`config.mk`:
```
export PLATFORM = sky130hd
export DESIGN_NAME = vcr_lane
export DESIGN_NICKNAME = d
export VERILOG_FILES = /design/src/design/vcr_pkg.sv /design/src/design/vcr_div.sv /design/src/design/vcr_lane.sv
export SDC_FILE = /design/constraint.sdc
export NUM_CORES = 2
export LEC_CHECK = 0
export BUFFER_PORTS_ARGS = -buffer_cell sky130_fd_sc_hd__buf_2
export CAP_MARGIN = 20
export CORE_AREA = 5 5 448 450
export CTS_BUF_LIST = sky130_fd_sc_hd__clkbuf_8
export DETAILED_ROUTE_END_ITERATION = 16
export DIE_AREA = 0 0 453 455
export PLACE_DENSITY = 0.57
export SLEW_MARGIN = 20
export SYNTH_ARGS = -nofsm -noshare
export SYNTH_HDL_FRONTEND = slang
export SYNTH_SLANG_ARGS = --single-unit
```
`constraint.sdc`:
```
create_clock -name aclk -period 10 [get_ports aclk]
set_input_delay 2 -clock aclk [delete_from_list [all_inputs] [get_ports aclk]]
set_output_delay 2 -clock aclk [all_outputs]
set_load 0.01 [all_outputs]
```
`src/design/vcr_pkg.sv`:
```
// ----------------------------------------------------------------------------
// vcr_pkg
// Shared types and constants for the visual colour resolve unit.
// ----------------------------------------------------------------------------
package vcr_pkg;

    localparam int CHANNEL_BITS = 16;
    localparam int DIV_STEPS    = CHANNEL_BITS;
    localparam int LANE_STAGES  = 2 * DIV_STEPS + 2;
    localparam int GRAY_STAGES  = 2;
    localparam int PIPE_STAGES  = GRAY_STAGES + LANE_STAGES;
    localparam int SUM_BITS     = 23;
    localparam int GRAY_SHIFT   = 30;
    localparam logic [23:0] GRAY_RECIP = 24'd10737419;

    localparam logic [2:0] CLS_STATIC_GRAY  = 3'd0;
    localparam logic [2:0] CLS_GRAY_SCALE   = 3'd1;
    localparam logic [2:0] CLS_STATIC_COLOR = 3'd2;
    localparam logic [2:0] CLS_PSEUDO       = 3'd3;
    localparam logic [2:0] CLS_TRUE         = 3'd4;
    localparam logic [2:0] CLS_DIRECT       = 3'd5;

    localparam logic [2:0] REG_CLASS     = 3'd0;
    localparam logic [2:0] REG_RGB_BITS  = 3'd1;
    localparam logic [2:0] REG_GRAY_ENT  = 3'd2;
    localparam logic [2:0] REG_RED_MAX   = 3'd3;
    localparam logic [2:0] REG_GREEN_MAX = 3'd4;
    localparam logic [2:0] REG_BLUE_MAX  = 3'd5;

    typedef logic [CHANNEL_BITS-1:0] chan_t;

    typedef struct packed {
        logic  use_gray;
        logic  use_levels;
        chan_t top;
    } lane_ctl_t;

endpackage

```
`src/design/vcr_div.sv`:
```
// ----------------------------------------------------------------------------
// vcr_div
// Pipelined restoring divider, one quotient bit per stage. The quotient must
// fit in one channel word (upper dividend half below the divisor).
// ----------------------------------------------------------------------------
module vcr_div
    import vcr_pkg::*;
(
    input  logic                        aclk,
    input  logic [DIV_STEPS-1:0]        en,
    input  logic [2*CHANNEL_BITS-1:0]   dividend,
    input  chan_t                       divisor,
    output chan_t                       quotient
);

    chan_t rem_reg [DIV_STEPS];
    chan_t quo_reg [DIV_STEPS];

    for (genvar k = 0; k < DIV_STEPS; k++) begin : g_step
        chan_t                 rem_in;
        chan_t                 quo_in;
        logic [CHANNEL_BITS:0] trial;
        logic                  take;

        if (k == 0) begin : g_first
            assign rem_in = dividend[2*CHANNEL_BITS-1:CHANNEL_BITS];
            assign quo_in = dividend[CHANNEL_BITS-1:0];
        end else begin : g_next
            assign rem_in = rem_reg[k-1];
            assign quo_in = quo_reg[k-1];
        end

        assign trial = {rem_in, quo_in[CHANNEL_BITS-1]};
        assign take  = trial >= {1'b0, divisor};

        always_ff @(posedge aclk) begin
            if (en[k]) begin
                rem_reg[k] <= take ? CHANNEL_BITS'(trial - {1'b0, divisor})
                                   : trial[CHANNEL_BITS-1:0];
                quo_reg[k] <= {quo_in[CHANNEL_BITS-2:0], take};
            end
        end
    end

    assign quotient = quo_reg[DIV_STEPS-1];

endmodule

```
`src/design/vcr_lane.sv`:
```
// ----------------------------------------------------------------------------
// vcr_lane
// One channel lane: optional level quantisation, then RGB-bit quantisation,
// each rescaled to full scale through a pipelined divider.
// ----------------------------------------------------------------------------
module vcr_lane
    import vcr_pkg::*;
(
    input  logic                   aclk,
    input  logic [LANE_STAGES-1:0] en,
    input  lane_ctl_t              ctl,
    input  logic [4:0]             rgb_bits,
    input  chan_t                  chan_in,
    input  chan_t                  gray_in,
    output chan_t                  chan_out
);

    chan_t                      v;
    logic [CHANNEL_BITS:0]      levels;
    logic [2*CHANNEL_BITS:0]    prod;
    chan_t                      q_reg, v_reg;
    logic                       lvl_reg;
    chan_t                      v_dly_reg [DIV_STEPS];
    logic                       lvl_dly_reg [DIV_STEPS];
    chan_t                      y;
    chan_t                      w;
    chan_t                      s;
    logic [4:0]                 sh;
    logic [CHANNEL_BITS:0]      pow;
    chan_t                      d;
    logic [2*CHANNEL_BITS-1:0]  x_next, x_reg;

    assign v      = ctl.use_gray ? gray_in : chan_in;
    assign levels = {1'b0, ctl.top} + (CHANNEL_BITS+1)'(1);
    assign prod   = (2*CHANNEL_BITS+1)'(v) * (2*CHANNEL_BITS+1)'(levels);

    always_ff @(posedge aclk) begin
        if (en[0]) begin
            q_reg   <= prod[2*CHANNEL_BITS-1:CHANNEL_BITS];
            v_reg   <= v;
            lvl_reg <= ctl.use_levels;
        end
    end

    vcr_div u_div_lvl (
        .aclk     (aclk),
        .en       (en[DIV_STEPS:1]),
        .dividend ({q_reg, CHANNEL_BITS'(0)} - {CHANNEL_BITS'(0), q_reg}),
        .divisor  (ctl.top),
        .quotient (y)
    );

    for (genvar k = 0; k < DIV_STEPS; k++) begin : g_dly
        always_ff @(posedge aclk) begin
            if (en[k+1]) begin
                v_dly_reg[k]   <= (k == 0) ? v_reg   : v_dly_reg[(k == 0) ? 0 : k-1];
                lvl_dly_reg[k] <= (k == 0) ? lvl_reg : lvl_dly_reg[(k == 0) ? 0 : k-1];
            end
        end
    end

    assign w      = lvl_dly_reg[DIV_STEPS-1] ? y : v_dly_reg[DIV_STEPS-1];
    assign sh     = 5'(CHANNEL_BITS) - rgb_bits;
    assign s      = w >> sh;
    assign x_next = {s, CHANNEL_BITS'(0)} - {CHANNEL_BITS'(0), s};
    assign pow    = (CHANNEL_BITS+1)'(1) << rgb_bits;
    assign d      = CHANNEL_BITS'(pow - (CHANNEL_BITS+1)'(1));

    always_ff @(posedge aclk) begin
        if (en[DIV_STEPS+1]) begin
            x_reg <= x_next;
        end
    end

    vcr_div u_div_bits (
        .aclk     (aclk),
        .en       (en[2*DIV_STEPS+1:DIV_STEPS+2]),
        .dividend (x_reg),
        .divisor  (d),
        .quotient (chan_out)
    );

endmodule

```
==> impl_metrics.py <==
metrics = {
    "worst_setup_path": {
        "worst-r2r-cell-count": 17,
        "rr_endpoint": "u_div_lvl.rem_reg[0][11]$_DFFE_PP_",
        "critPathCapture": "q_reg[14]$_DFFE_PP_",
        "start_kind": "primary input",
        "max_stage_delay_ns": 0.53,
        "timing_worst_setup_path_type": "primary input to register",
        "crit_path_start": "ctl[0]",
        "crit_arrival_ns": 9.53,
        "r2r_start": "q_reg[5]$_DFFE_PP_",
        "crit_slowest_cell": "fa_1",
        "required_ns": 10.67,
        "reg2reg_setup_slack_ns": 4.06,
        "worstSetupEndpointType": "register",
        "cp_max_fo": 11,
        "worst_path_most_repeated_cell": "fa_1",
    },
    "power": {
        "p_per_area_mw_per_mm2": 317.2,
        "seq_power_share_pct": 33.6,
        "p_comb_share_pct": 49.3,
        "power_report.internal_total_mw": 17.11,
        "worst_ir_drop_vdd_v": 0.0003305,
        "clockPowerShare_pct": 17.1,
        "netSwitchingPower_mw": 10.42,
        "total_leakage_power_nw": 34.85,
        "power_switching_share_pct": 37.86,
        "total_power_mw": 27.53,
    },
    "die": {
        "full_die_area_sq_mm": 0.2061,
        "floorplan.die.width_um": 453,
        "rows": 163,
        "ioPinCount": 106,
        "initial_utilization_pct": 39.80,
        "die_height_um": 455,
        "placeableCoreArea_sq_mm": 0.1962,
    },
    "routing": {
        "ant_nets": 0,
        "drt_iter0_markers": 3468,
        "detail_route.drc_violations": 0,
        "drt-wirelength-per-cell_um": 19.74,
        "detail_route.first_pass.iterations": 5,
        "via_per_inst": 5.274,
        "vias": 50260,
        "finalWirelength_mm": 188.1,
    },
    "layout": {
        "area_delta_synth_final_pct": 11.17,
        "mostFrequentLayoutCell": "edfxtp_1",
        "finalCoreUtilization_pct": 44.24,
        "layout_common_cells": "edfxtp_1, ha_1, inv_1, nor2_1, nand2_1",
        "fillers": 18117,
        "layout.nets": 7646,
        "drive_gt1_share_pct": 13.27,
    },
    "hold_path": {
        "min-delay-path-class": "register to register",
    },
    "timing": {
        "totalNegativeSetupSlack_ns": 0,
        "worst_slew_margin_rel_pct": 22.46,
        "minimum_clock_period_after_layout_ns": 8.855,
        "final_hold_viol_count": 0,
        "post_route_fraction_of_the_period_consumed_by_the_critical_path_pct": 88.55,
        "highest_attainable_clock_frequency_mhz": 112.9,
        "worst-slew-pin-transition_ns": 1.159,
        "rsz_0062_raised_after_global_routing": "no",
        "fin_clk_skew_ns": 0.08072,
        "final_max_slew_viol_count": 0,
        "setup_ws_ns": 1.145,
        "setup_viol": 0,
    },
    "global_routing": {
        "grt_pass1_vias": 50812,
        "overall_track_demand_over_capacity_in_global_routing_pct": 18.02,
        "grt_first_pass_wirelength_mm": 289.7,
        "globalRoute.totalOverflow": 0,
        "pin_count_of_the_biggest_net_entering_global_routing": 50,
        "initial_antenna_violation_count": 7,
    },
    "clock_tree": {
        "h-tree-depth": 4,
        "holdBufCountCts": 0,
        "tritoncts.num_buffers": 225,
        "post_cts.repair.setup_buffers": 0,
        "cts.clk_slew.worst_paths_ns": 0.06,
        "cts_tree": "built",
        "clk_latency_ns": 0.97,
        "tritoncts_num_sinks": 1329,
        "cts_resized": 0,
        "ctsLongestPathBuffers": 3,
        "cts.root.buffer_cell": "clkbuf_8",
    },
    "yosys": {
        "post_synth_num_cell_types": 82,
        "synth.yosys.seq_area_share_pct": 51.11,
        "post_synth_instance_area_sq_mm": 0.07809,
        "synth_ff_type": "edfxtp_1",
        "syn_inst": 6348,
        "ys_async_sr_fraction_pct": 0,
        "synth-warning-count": 0,
        "syn_area_per_cell_sq_um": 12.30,
        "synth_edf_count": 1329,
        "post_synthesis_net_count": 7295,
        "yosys_register_bits": 1329,
    },
    "placed_design": {
        "place_worst_setup_slack_ns": 0.1813,
        "gpl.final_weighted_congestion": 0.9082,
        "hpwl_mm": 135.4,
        "port-buffer-count": 105,
    },
    "run": {
        "cap_viol_max_count": 0,
    },
    "outcome": {
        "run_status": "finished, final reports clean",
    },
}
-- synthesized netlist by cell type (98+ instances only) --
cell	n	share of area [%]
a21o_1	136	1.3
a21oi_1	370	2.4
edfxtp_1	1329	51
fa_1	236	6.1
ha_1	621	10
inv_1	549	2.6
mux2_2	292	4.2
nand2_1	384	1.8
nand4_1	115	0.92
nor2_1	464	2.2
nor2b_1	98	0.79
nor3_1	132	0.85
o21ai_0	233	1.5
xnor2_1	288	3.2
-- per-stage QoR --
stage / hold slack, ns / std cells / instance area, sq um
finish: 0.3365 / 9530 / 86810
global route: 0.3516 / 9528 / 86800
CTS: 0.3374 / 9526 / 86800
detailed placement: 0.4045 / 9112 / 82450
global placement: 0.4004 / 9112 / 82450
floorplan: 0.4003 / 6348 / 78090
-- routing by layer --
layer	GRT usage [%]	up-vias	wire length [um]
li1	-	24209	-
met4	6.878	6	6959
met5	0	-	47
met2	31.63	1184	92600
met1	22.47	24513	80260
met3	2.767	348	8237
-- worst min-delay path by stage --
stage | startpoint | end | slack, ns | cells past startpoint
2_1_floorplan | lvl_reg$_DFFE_PP_ | lvl_dly_reg[0][0]$_DFFE_PP_ | 0.40 | 0
3_3_place_gp | v_dly_reg[1][95]$_DFFE_PP_ | v_dly_reg[1][111]$_DFFE_PP_ | 0.40 | 0
3_5_place_dp | lvl_dly_reg[1][0]$_DFFE_PP_ | lvl_dly_reg[1][1]$_DFFE_PP_ | 0.40 | 0
4_1_cts | v_dly_reg[1][99]$_DFFE_PP_ | v_dly_reg[1][115]$_DFFE_PP_ | 0.34 | 0
5_1_grt | v_dly_reg[1][99]$_DFFE_PP_ | v_dly_reg[1][115]$_DFFE_PP_ | 0.35 | 0
6_report | v_dly_reg[1][99]$_DFFE_PP_ | v_dly_reg[1][115]$_DFFE_PP_ | 0.34 | 0
-- critical path: cells and delay by family --
family | cells | cell delay [ns]
adder cells (fa/ha/maj) | 8 | 3.47
AO/OA/AOI/OAI | 8 | 1.86
XOR/XNOR | 2 | 0.30
AND/OR/NAND/NOR | 5 | 1.08
buffers and inverters | 6 | 0.80
-- cells by family after synthesis --
logic type | synth area share, %
AO/OA/AOI/OAI | 9.710
XOR/XNOR | 4.285
adder cells (fa/ha/maj) | 16.00
buffers and inverters | 3.181
flip-flops | 51.11
multiplexers | 6.215
AND/OR/NAND/NOR | 9.500
-- power by group through the flow --
stage / Clock [mW] / Combinational [mW] / Sequential, mW
final: 4.72 / 13.6 / 9.26
after global routing: 5.15 / 15.2 / 9.39
after CTS: 4.90 / 13.7 / 9.27
after detailed placement: 0 / 13.6 / 9.37
after global placement: 0 / 13.4 / 9.36
after floorplan: 0 / 10.5 / 8.96
-- cell type report --
class                   instances  area (sq um)  share of cell area (%)
inverters                     553          2076                   2.391
repair buffers                219          1381                   1.591
clock buffers                 227          3124                   3.599
diodes                          4         10.01                 0.01153
clock inverters               187          1219                   1.404
well taps                    2640          3303                   3.805
flip-flops and latches       1329         39910                   45.97
multi-input cells            4371         35780                   41.22
(Power assumes the default switching activity.)
