<file path="src/design/vcr_pkg.sv">
// ----------------------------------------------------------------------------
// vcr_pkg
// Shared types and constants for the visual colour resolve unit.
// ----------------------------------------------------------------------------
package vcr_pkg;

    localparam int CHANNEL_BITS = 16;
    localparam int DIV_STEPS    = CHANNEL_BITS;
    localparam int LANE_STAGES  = 2 * DIV_STEPS + 2;
    localparam int GRAY_STAGES  = 2;
    localparam int PIPE_STAGES  = GRAY_STAGES + LANE_STAGES;
    localparam int SUM_BITS     = 23;
    localparam int GRAY_SHIFT   = 30;
    localparam logic [23:0] GRAY_RECIP = 24'd10737419;

    localparam logic [2:0] CLS_STATIC_GRAY  = 3'd0;
    localparam logic [2:0] CLS_GRAY_SCALE   = 3'd1;
    localparam logic [2:0] CLS_STATIC_COLOR = 3'd2;
    localparam logic [2:0] CLS_PSEUDO       = 3'd3;
    localparam logic [2:0] CLS_TRUE         = 3'd4;
    localparam logic [2:0] CLS_DIRECT       = 3'd5;

    localparam logic [2:0] REG_CLASS     = 3'd0;
    localparam logic [2:0] REG_RGB_BITS  = 3'd1;
    localparam logic [2:0] REG_GRAY_ENT  = 3'd2;
    localparam logic [2:0] REG_RED_MAX   = 3'd3;
    localparam logic [2:0] REG_GREEN_MAX = 3'd4;
    localparam logic [2:0] REG_BLUE_MAX  = 3'd5;

    typedef logic [CHANNEL_BITS-1:0] chan_t;

    typedef struct packed {
        logic  use_gray;
        logic  use_levels;
        chan_t top;
    } lane_ctl_t;

endpackage

</file>
<file path="src/design/vcr_gray.sv">
// ----------------------------------------------------------------------------
// vcr_gray
// Front merge stage: weighted gray of the three channels (30/59/11 over 100),
// with the channels delayed alongside.
// ----------------------------------------------------------------------------
module vcr_gray
    import vcr_pkg::*;
(
    input  logic                   aclk,
    input  logic [GRAY_STAGES-1:0] en,
    input  chan_t                  red_in,
    input  chan_t                  green_in,
    input  chan_t                  blue_in,
    output chan_t                  red_out,
    output chan_t                  green_out,
    output chan_t                  blue_out,
    output chan_t                  gray_out
);

    logic [SUM_BITS-1:0]   sum_next;
    logic [SUM_BITS-1:0]   sum_reg;
    logic [SUM_BITS+23:0]  prod;
    chan_t                 r0_reg, g0_reg, b0_reg;
    chan_t                 r1_reg, g1_reg, b1_reg, gray_reg;

    assign sum_next = SUM_BITS'(red_in)   * SUM_BITS'(30)
                    + SUM_BITS'(green_in) * SUM_BITS'(59)
                    + SUM_BITS'(blue_in)  * SUM_BITS'(11);
    assign prod = (SUM_BITS+24)'(sum_reg) * (SUM_BITS+24)'(GRAY_RECIP);

    always_ff @(posedge aclk) begin
        if (en[0]) begin
            sum_reg <= sum_next;
            r0_reg  <= red_in;
            g0_reg  <= green_in;
            b0_reg  <= blue_in;
        end
        if (en[1]) begin
            gray_reg <= prod[GRAY_SHIFT+CHANNEL_BITS-1:GRAY_SHIFT];
            r1_reg   <= r0_reg;
            g1_reg   <= g0_reg;
            b1_reg   <= b0_reg;
        end
    end

    assign red_out   = r1_reg;
    assign green_out = g1_reg;
    assign blue_out  = b1_reg;
    assign gray_out  = gray_reg;

endmodule

</file>
<file path="config.mk">
export PLATFORM = sky130hd
export DESIGN_NAME = vcr_gray
export DESIGN_NICKNAME = d
export VERILOG_FILES = /design/src/design/vcr_pkg.sv /design/src/design/vcr_gray.sv
export SDC_FILE = /design/constraint.sdc
export NUM_CORES = 1
export LEC_CHECK = 0
export ABC_AREA = 1
export BUFFER_PORTS_ARGS = -buffer_cell sky130_fd_sc_hd__buf_2
export CELL_PAD_IN_SITES_DETAIL_PLACEMENT = 0
export CELL_PAD_IN_SITES_GLOBAL_PLACEMENT = 1
export CORE_MARGIN = 5
export CORE_UTILIZATION = 35
export DETAILED_ROUTE_END_ITERATION = 10
export PLACE_DENSITY = 0.62
export SLEW_MARGIN = 20
export SYNTH_ARGS = -nofsm -noshare
export SYNTH_HDL_FRONTEND = slang
export SYNTH_SLANG_ARGS = --single-unit
</file>
<file path="constraint.sdc">
create_clock -name aclk -period 16.2 [get_ports aclk]
set_clock_uncertainty 0.05 [all_clocks]
set_input_delay 4.05 -clock aclk [delete_from_list [all_inputs] [get_ports aclk]]
set_output_delay 4.05 -clock aclk [all_outputs]
set_load 0.01 [all_outputs]
</file>
==> results_dict.tcl, run 1 <==
set metrics [dict create \
    drt-initial-drc-count 526 \
    gp_congestion 0.875 \
    finalCriticalPeriod_ns 9.28 \
    critPathArrivalTime_ns 9.46 \
    die-height_um 256 \
    ios 115 \
    rr_endpoint "gray_out[13]" \
    cap_violations 0 \
    stdcell_count 3265 \
    largest_reg_flops 23 \
    overflow 0 \
    htree_levels 4 \
    firstDrtPassIters 5 \
    clock_path_buffers 2 \
    die-area_um2 65400 \
    startpoint_type "input port" \
    setup_tns_ns 0 \
    synthDistinctLibCells 29 \
    hold_path.class "reg2reg" \
    via_per_inst 4.46 \
    drt_wl_total_mm 54.8 \
    synth_top_family_by_area "adder cells" \
    nets 3182 \
    timing.rr.start "sum_reg[5]" \
    drive_above_1_share 0.0713 \
    yosys.area_share.adder 0.509 \
    synthesis.nets 3049 \
    grt_max_degree 72 \
    cts_root_buf "clkbuf_16" \
    die_w_um 256 \
    dp.cells 3232 \
    muxShareOfSynthArea 0 \
    hp-start "b0_reg[3]" \
    worstSetupEndpointType "register" \
    critPathKind "in2reg" \
    fillerInstances 6248 \
    num_vias 14600 \
    yosys_warnings 0 \
    ant_nets 0 \
    drc 0 \
    cts_sinks 135 \
    cts_hold_buf 0 \
    path_max_fanout 6 \
    critPathRequiredTime_ns 16.38 \
    hold_depth 0 \
    rsz0062_at_grt "false" \
    netlist_instances 2336 \
    fmax_mhz 108 \
    maxSlewHeadroom 0.344 \
    post-route-period-util 0.573 \
    syn_area_per_cell_um2 9.05 \
    cts_tree "yes" \
    initial_core_util 0.351 \
    yosys.area_share.simple 0.125 \
    synth_area_um2 21100 \
    synth-xor-area-share 0.0120 \
    coreArea_um2 60100 \
    cts.repair.resized 0 \
    grt_pass1_vias 16500 \
    setup_viol 0 \
    clkTransAtPathRegs_ns 0.07 \
    grt_antenna_before_repair 2 \
    ys_seq_elements 135 \
    ys_seq_area_frac 0.192 \
    cts_buffers 17 \
    status "complete, no violations" \
    whs_ns 0.370 \
    drt-wirelength-per-cell_um 16.8 \
    synthToLayoutAreaGrowth_pct 10.3 \
    synth_compound_area_frac 0.0260 \
    r2r_slack_ns 9.99 \
    min_to "blue_out[3]" \
    post-dp-hpwl_mm 49.0 \
    cts_setup_buffers 0 \
    worstMarginPinSlew_ns 0.983 \
    worstSkewPairLatency_ns 0.47 \
    place.port_buffers 114 \
    grtUsageTotal 0.177 \
    rows 90 \
    ff2ff_path_depth 21 \
    finalMaxSlewViolations 0 \
    grt_first_pass_wirelength_mm 90.3 \
    hold_viol_final 0 \
]
-- worst max-delay path: stages --
cell	delay (ns)
buf_2	0.11
inv_1	0.20
fa_1	0.48
fa_1	0.49
inv_1	0.04
ha_1	0.34
a21oi_1	0.22
o21ai_0	0.16
nor2_1	0.20
xnor2_1	0.14
fa_1	0.51
inv_1	0.05
fa_1	0.49
fa_1	0.49
inv_1	0.04
ha_1	0.33
a21oi_1	0.30
nand3_1	0.26
nand2_1	0.12
nand2_1	0.10
nand2_1	0.16
nand2_1	0.07
nand2_1	0.06
nand2_1	0.05
-- area by class of cell --
type	count	area, um^2	area share
diodes	1	2.50	0.000107
clock buffers	17	425	0.0183
clock inverters	15	189	0.00811
inverters	764	2870	0.123
multi-input cells	1437	14200	0.610
flip-flops and latches	135	4050	0.174
well taps	782	978	0.0420
repair buffers	114	576	0.0247
-- per-stage QoR --
stage	setup WS, ns	util	area (um^2)
after global routing	6.54	0.388	23300
after CTS	6.93	0.388	23300
after detailed placement	6.42	0.377	22700
final	6.92	0.388	23300
after floorplan	7.12	-	21100
after global placement	6.46	0.377	22700
-- how the worst max path moves through the flow --
stage | from | to | slack, ns | cells past startpoint
floorplan | red_in[4] | sum_reg[22] | 7.12 | 24
global placement | red_in[5] | sum_reg[19] | 6.46 | 24
detailed placement | red_in[5] | sum_reg[19] | 6.42 | 24
CTS | red_in[5] | sum_reg[19] | 6.93 | 24
global route | red_in[7] | sum_reg[19] | 6.54 | 26
finish | red_in[5] | sum_reg[19] | 6.92 | 24
-- kinds of logic (layout without fill, tap and decap cells) --
logic type,after synthesis,in the layout
xor+xnor,29,29
simple gates,643,643
compound gates,103,103
flops,135,135
fa+ha+maj,662,662
buf+inv,764,910
other cells,0,1
-- cell usage after synthesis (all sizes together) --
library cell  count  area, um^2
o21ai            28         151
or2               2        12.5
xor2             20         175
a31oi             1        6.26
edfxtp          135        4050
nand3b            2        15.0
ha              331        4140
and2              4        25.0
fa              331        6630
nor2            101         424
nand3            48         240
nand2           451        1710
a21o              2        15.0
a21oi            65         325
xnor2             9        78.8
inv             764        2870
a21boi            1        7.51
o21bai            4        30.0
nand4            22         138
nor4              2        12.5
nor3             11        65.1
o31ai             2        15.0
-- layer usage --
| metal | vias up | wire length, um | track usage | part of all wire |
|---|---|---|---|---|
| li1 | 7238 | - | - | - |
| met3 | 89 | 1730 | 0.0312 | 0.032 |
| met5 | - | 13 | 0 | 0.00024 |
| met1 | 7034 | 23500 | 0.214 | 0.43 |
| met2 | 204 | 27500 | 0.317 | 0.50 |
| met4 | 2 | 2010 | 0.0643 | 0.037 |
-- cells in the final DEF, fill, tap and decap left out, types with 3 or more instances in the layout --
master | netlist | layout
nor3_1 | 9 | 9
inv_2 | 3 | 3
o21ai_0 | 24 | 24
xor2_1 | 20 | 20
a21oi_1 | 65 | 65
nor2_2 | 12 | 12
inv_6 | 0 | 3
edfxtp_1 | 135 | 135
and2_1 | 4 | 4
nand2_2 | 7 | 7
ha_1 | 331 | 331
fa_1 | 331 | 331
nand2_1 | 444 | 444
o21ai_2 | 3 | 3
o21bai_1 | 4 | 4
inv_1 | 761 | 761
buf_2 | 0 | 112
nand4_1 | 22 | 22
clkbuf_16 | 0 | 17
inv_8 | 0 | 4
xnor2_1 | 9 | 9
clkinv_4 | 0 | 3
nor2_1 | 87 | 87
nand3_1 | 48 | 48
Power of run 1 is not shown: default switching activity piles up to over one toggle a cycle in this logic, so the estimate is an artifact.
==> run 2, diff against run 1 <==
ABC_AREA = 0   (was 1)
clock period = 7.65 ns   (was 16.2 ns; I/O delays follow)
==> results_dict.tcl, run 2 <==
set metrics [dict create \
    status "complete, no violations" \
    fin_area_um2 22100 \
    startpoint_type "input port" \
    post-dp-hpwl_mm 38.6 \
    cts_root_buf "clkbuf_16" \
    initial_core_util 0.352 \
    synth_edf_count 135 \
    maxSlewHeadroom 0.363 \
    post-route-period-util 0.966 \
    drc 0 \
    stdcell_count 2662 \
    netlist_instances 1726 \
    coreArea_um2 54800 \
    crit_start "red_in[1]" \
    critPathArrivalTime_ns 7.59 \
    rows 86 \
    drt-wirelength-per-cell_um 16.7 \
    ys_seq_area_frac 0.211 \
    worstSetupEndpointType "register" \
    yosys_warnings 0 \
    synthDistinctLibCells 59 \
    worstMarginPinSlew_ns 0.956 \
    ys_seq_elements 135 \
    critPathRequiredTime_ns 7.85 \
    grtUsageTotal 0.157 \
    syn_area_per_cell_um2 11.2 \
    detailed_place.area_um2 21400 \
    worstSkewPairLatency_ns 0.48 \
    nets 2658 \
    gp_congestion 0.900 \
    die_w_um 245 \
    mostFrequentLayoutCells "inv_1 (545), fa_1 (329), ha_1 (329), edfxtp_1 (135), buf_2 (112)" \
    largest_reg_flops 23 \
    synth_ff_type "edfxtp_1" \
    die-height_um 245 \
    timing.rr.start "sum_reg[5]" \
    critPathKind "in2reg" \
    via_per_inst 4.55 \
    hold_path.class "reg2reg" \
    diodes 0 \
    cts_tree "yes" \
    finalCriticalPeriod_ns 7.39 \
    grt_pass1_vias 13700 \
    htree_levels 4 \
    place.port_buffers 114 \
    overflow 0 \
    finalMaxSlewViolations 0 \
    path_max_fanout 4 \
    grt_max_degree 72 \
    ant_nets 0 \
    grt_antenna_before_repair 2 \
    synth.top_cells.by_count "inv_1 (546), fa_1 (331), ha_1 (331), edfxtp_1 (135), a21oi_1 (47)" \
    synthesis.nets 2439 \
    fmax_mhz 135 \
    synth.most_common_cell "inv_1" \
    clock_path_buffers 2 \
    synth_area_leaders "fa_1 (34%), ha_1 (22%), edfxtp_1 (21%)" \
    synth_area_um2 19300 \
    drive_above_1_share 0.132 \
    firstDrtPassIters 4 \
    hold_viol_final 0 \
    setup_viol 0 \
    final_common_cell "inv_1" \
    fillerInstances 5375 \
    yosysTopAreaCell "fa_1" \
    dp.cells 2627 \
    cap_violations 0 \
    clkTransAtPathRegs_ns 0.08 \
    die-area_um2 59800 \
    ios 115 \
    cpMaxStageDelayCell "fa_1" \
    drt_wl_total_mm 44.6 \
    num_vias 12100 \
    cts_sinks 135 \
    cpMostUsedCell "fa_1" \
    synthToLayoutAreaGrowth_pct 14.5 \
    grt_first_pass_wirelength_mm 73.0 \
    drt-initial-drc-count 465 \
    hp-start "g0_reg[10]" \
    slowest_delay_ns 0.51 \
    cts_buffers 17 \
    synthArstFlopShare 0 \
    netlist.area_leader.share 0.344 \
]
run 2: cell count changes in the layout (fill, tap and decap cells not counted), sizes merged, moves of 10 or more:
cell,change
inv,-220
buf,+88
nand2,-417
a21o,+17
o21a,+12
nand3,-31
o21ai,+12
a21oi,-18
nand4,-13
nand2b,+10
nor2,-61
xnor2,+21
run 2: per-layer routing:
layer,global-route usage,up-vias,part of all wire
met5,0,-,0.00029
met4,0.0469,2,0.022
met3,0.0292,50,0.034
met2,0.276,163,0.50
met1,0.199,5980,0.44
li1,-,5907,-
run 2: worst paths after layout:
path	endpoint	slack [ns]	cells past startpoint
min	green_out[10]	0.36	0
max reg2reg	gray_out[15]	0.66	21
min reg2reg	green_out[10]	0.36	0
max	sum_reg[18]	0.26	25
run 2: cell type report:
type                       count  area (um^2)  share of cell area
multi-input combinational   1043        13200               0.600
sequential                   135         4050               0.184
tap                          704          881              0.0399
clock buffer                  19          433              0.0196
clock inverter                13          170             0.00772
timing repair buffer         202         1240              0.0561
inverter                     546         2050              0.0929
run 2: per-stage QoR:
step           hold WS (ns)  setup TNS, ns  utilization  setup slack [ns]
6_report              0.362              0        0.403             0.256
5_1_grt               0.375        -0.0682        0.403           -0.0270
4_1_cts               0.362              0        0.401             0.107
3_5_place_dp          0.355          -2.93        0.390            -0.438
3_3_place_gp          0.351          -1.82        0.390            -0.312
2_1_floorplan         0.350              0            -            0.0470
run 2: cell families (layout without fill, tap and decap cells):
kind of cell               Yosys count  in the layout  share of synthesized area
adders and majority gates          662            662                      0.559
buffers and inverters              548            780                      0.107
and+or+nand+nor                    159            159                     0.0413
AOI/OAI and AO/OA                  175            175                     0.0604
xor gates and xnor gates            45             45                     0.0205
muxes                                2              2                    0.00104
DFF                                135            135                      0.211
run 2: what timing repair did:
item                                    CTS  global route
endpoints found under the setup margin    0             5
setup buffers                             0             3
hold buffers                              0             0
gates resized for setup                   0            23
run 2: critical path: cells and delay by family:
family	cells	cell delay, ns
XOR/XNOR	2	0.22
buffers and inverters	6	0.47
AND/OR/NAND/NOR	4	0.70
AO/OA/AOI/OAI	6	1.35
adder cells (fa/ha/maj)	7	2.94
Power of run 2 is left out for the same reason.
==> run 3, diff against run 2 <==
CORE_MARGIN = 1.5   (was 5)
GPL_TIMING_DRIVEN = 1   (was default)
PLACE_DENSITY = 0.6   (was 0.62)
clock period = 7.7 ns   (was 7.65 ns; I/O delays follow)
==> results_dict.tcl, run 3 (synthesized netlist as in run 2, its figures left out) <==
set metrics [dict create \
    die-area_um2 56400 \
    num_vias 12000 \
    rows 85 \
    ff2ff_path_depth 20 \
    die-height_um 238 \
    critPathTopFamily "adder cells" \
    cpMostUsedCell "fa_1" \
    clkTransAtPathRegs_ns 0.06 \
    critPathKind "in2reg" \
    fillerInstances 5266 \
    cts_hold_buf 0 \
    grt_first_pass_wirelength_mm 71.3 \
    whs_ns 0.368 \
    grt_pass1_vias 13400 \
    final_common_cell "inv_1" \
    nets 2648 \
    finalCriticalPeriod_ns 7.46 \
    grt_antenna_before_repair 4 \
    clock_path_buffers 2 \
    maxSlewHeadroom 0.349 \
    setup_tns_ns 0 \
    regArea_um2 4050 \
    hold_path.class "reg2reg" \
    drt-wirelength-per-cell_um 16.6 \
    setup_viol 0 \
    cap_violations 0 \
    cts_buffers 17 \
    diodes 0 \
    drt-initial-drc-count 366 \
    via_per_inst 4.56 \
    drive_above_1_share 0.125 \
    ios 115 \
    firstDrtPassIters 5 \
    cts_sinks 135 \
    initial_core_util 0.356 \
    finalMaxSlewViolations 0 \
    critPathRequiredTime_ns 7.86 \
    worstSkewPairLatency_ns 0.48 \
    post-route-period-util 0.969 \
    cts_root_buf "clkbuf_16" \
    drt_wl_total_mm 43.9 \
    critPathArrivalTime_ns 7.62 \
    grt_max_degree 72 \
    worstSetupEndpointType "register" \
    startpoint_type "input port" \
    detailed_place.area_um2 21300 \
    hold_depth 0 \
    worstMarginPinSlew_ns 0.976 \
    status "complete, no violations" \
    multi_input_area_um2 13200 \
    post-dp-hpwl_mm 38.0 \
    crit_buf_inv 6 \
    die_w_um 238 \
    ant_nets 0 \
    hold_viol_final 0 \
    coreArea_um2 54100 \
    slowest_delay_ns 0.54 \
    synthToLayoutAreaGrowth_pct 13.7 \
    setup_slack_ns 0.235 \
    drc 0 \
    cts_tree "yes" \
    largest_reg_flops 23 \
    path_max_fanout 3 \
    htree_levels 4 \
    grtUsageTotal 0.166 \
    cpMaxStageDelayCell "fa_1" \
    place_ws_ns -0.500 \
    fin_area_um2 21900 \
    overflow 0 \
    cp.depth 26 \
    place.port_buffers 114 \
    mostFrequentLayoutCells "inv_1 (546), ha_1 (331), fa_1 (330), edfxtp_1 (135), buf_2 (112)" \
    fmax_mhz 134 \
    gp_congestion 0.874 \
]
## run 3: final timing paths
path,startpoint,to,slack (ns)
worst max-delay path,red_in[2],sum_reg[21],0.24
worst min-delay path,r0_reg[2],red_out[2],0.37
worst max register to register,sum_reg[5],gray_out[14],0.64
worst min register to register,r0_reg[2],red_out[2],0.37
## run 3: cell type report
type	instances	area share
inverter	546	0.0936
clock inverter	13	0.00555
sequential	135	0.185
timing repair buffer	192	0.0530
multi-input combinational	1043	0.603
tap	696	0.0398
clock buffer	18	0.0196
## run 3: metal layers
layer  global-route usage  vias to the layer above  routed length [um]
met2                0.293                      156               21800
met4               0.0450                        6                 754
met3               0.0304                       47                1490
li1                     -                     5882                   -
met1                0.209                     5950               19800
met5                    0                        -                  28
## run 3: worst reg2reg max path, stage by stage, from the launching register on
cell and delay [ns]:
edfxtp_1 0.61, fa_1 0.64, fa_1 0.53, inv_1 0.05
fa_1 0.49, inv_1 0.06, fa_1 0.48, fa_1 0.54
fa_1 0.55, inv_1 0.06, fa_1 0.52, inv_1 0.04
ha_1 0.32, a21oi_1 0.24, o21ai_1 0.16, a211o_1 0.34
a32o_1 0.21, a21o_1 0.22, o221ai_4 0.26, mux2i_1 0.13
a2111oi_2 0.37
## run 3: timing repair
item / 4_1_cts / 5_1_grt
setup buffers: 0 / 1
setup endpoints to repair: 1 / 6
resized for setup: 0 / 21
pin swaps: 1 / 7
## run 3: metrics by stage
stage	util	cells
floorplan	-	1726
detailed placement	0.393	2611
global route	0.404	2643
finish	0.404	2643
CTS	0.403	2642
global placement	0.393	2611
Power of run 3 is left out for the same reason.
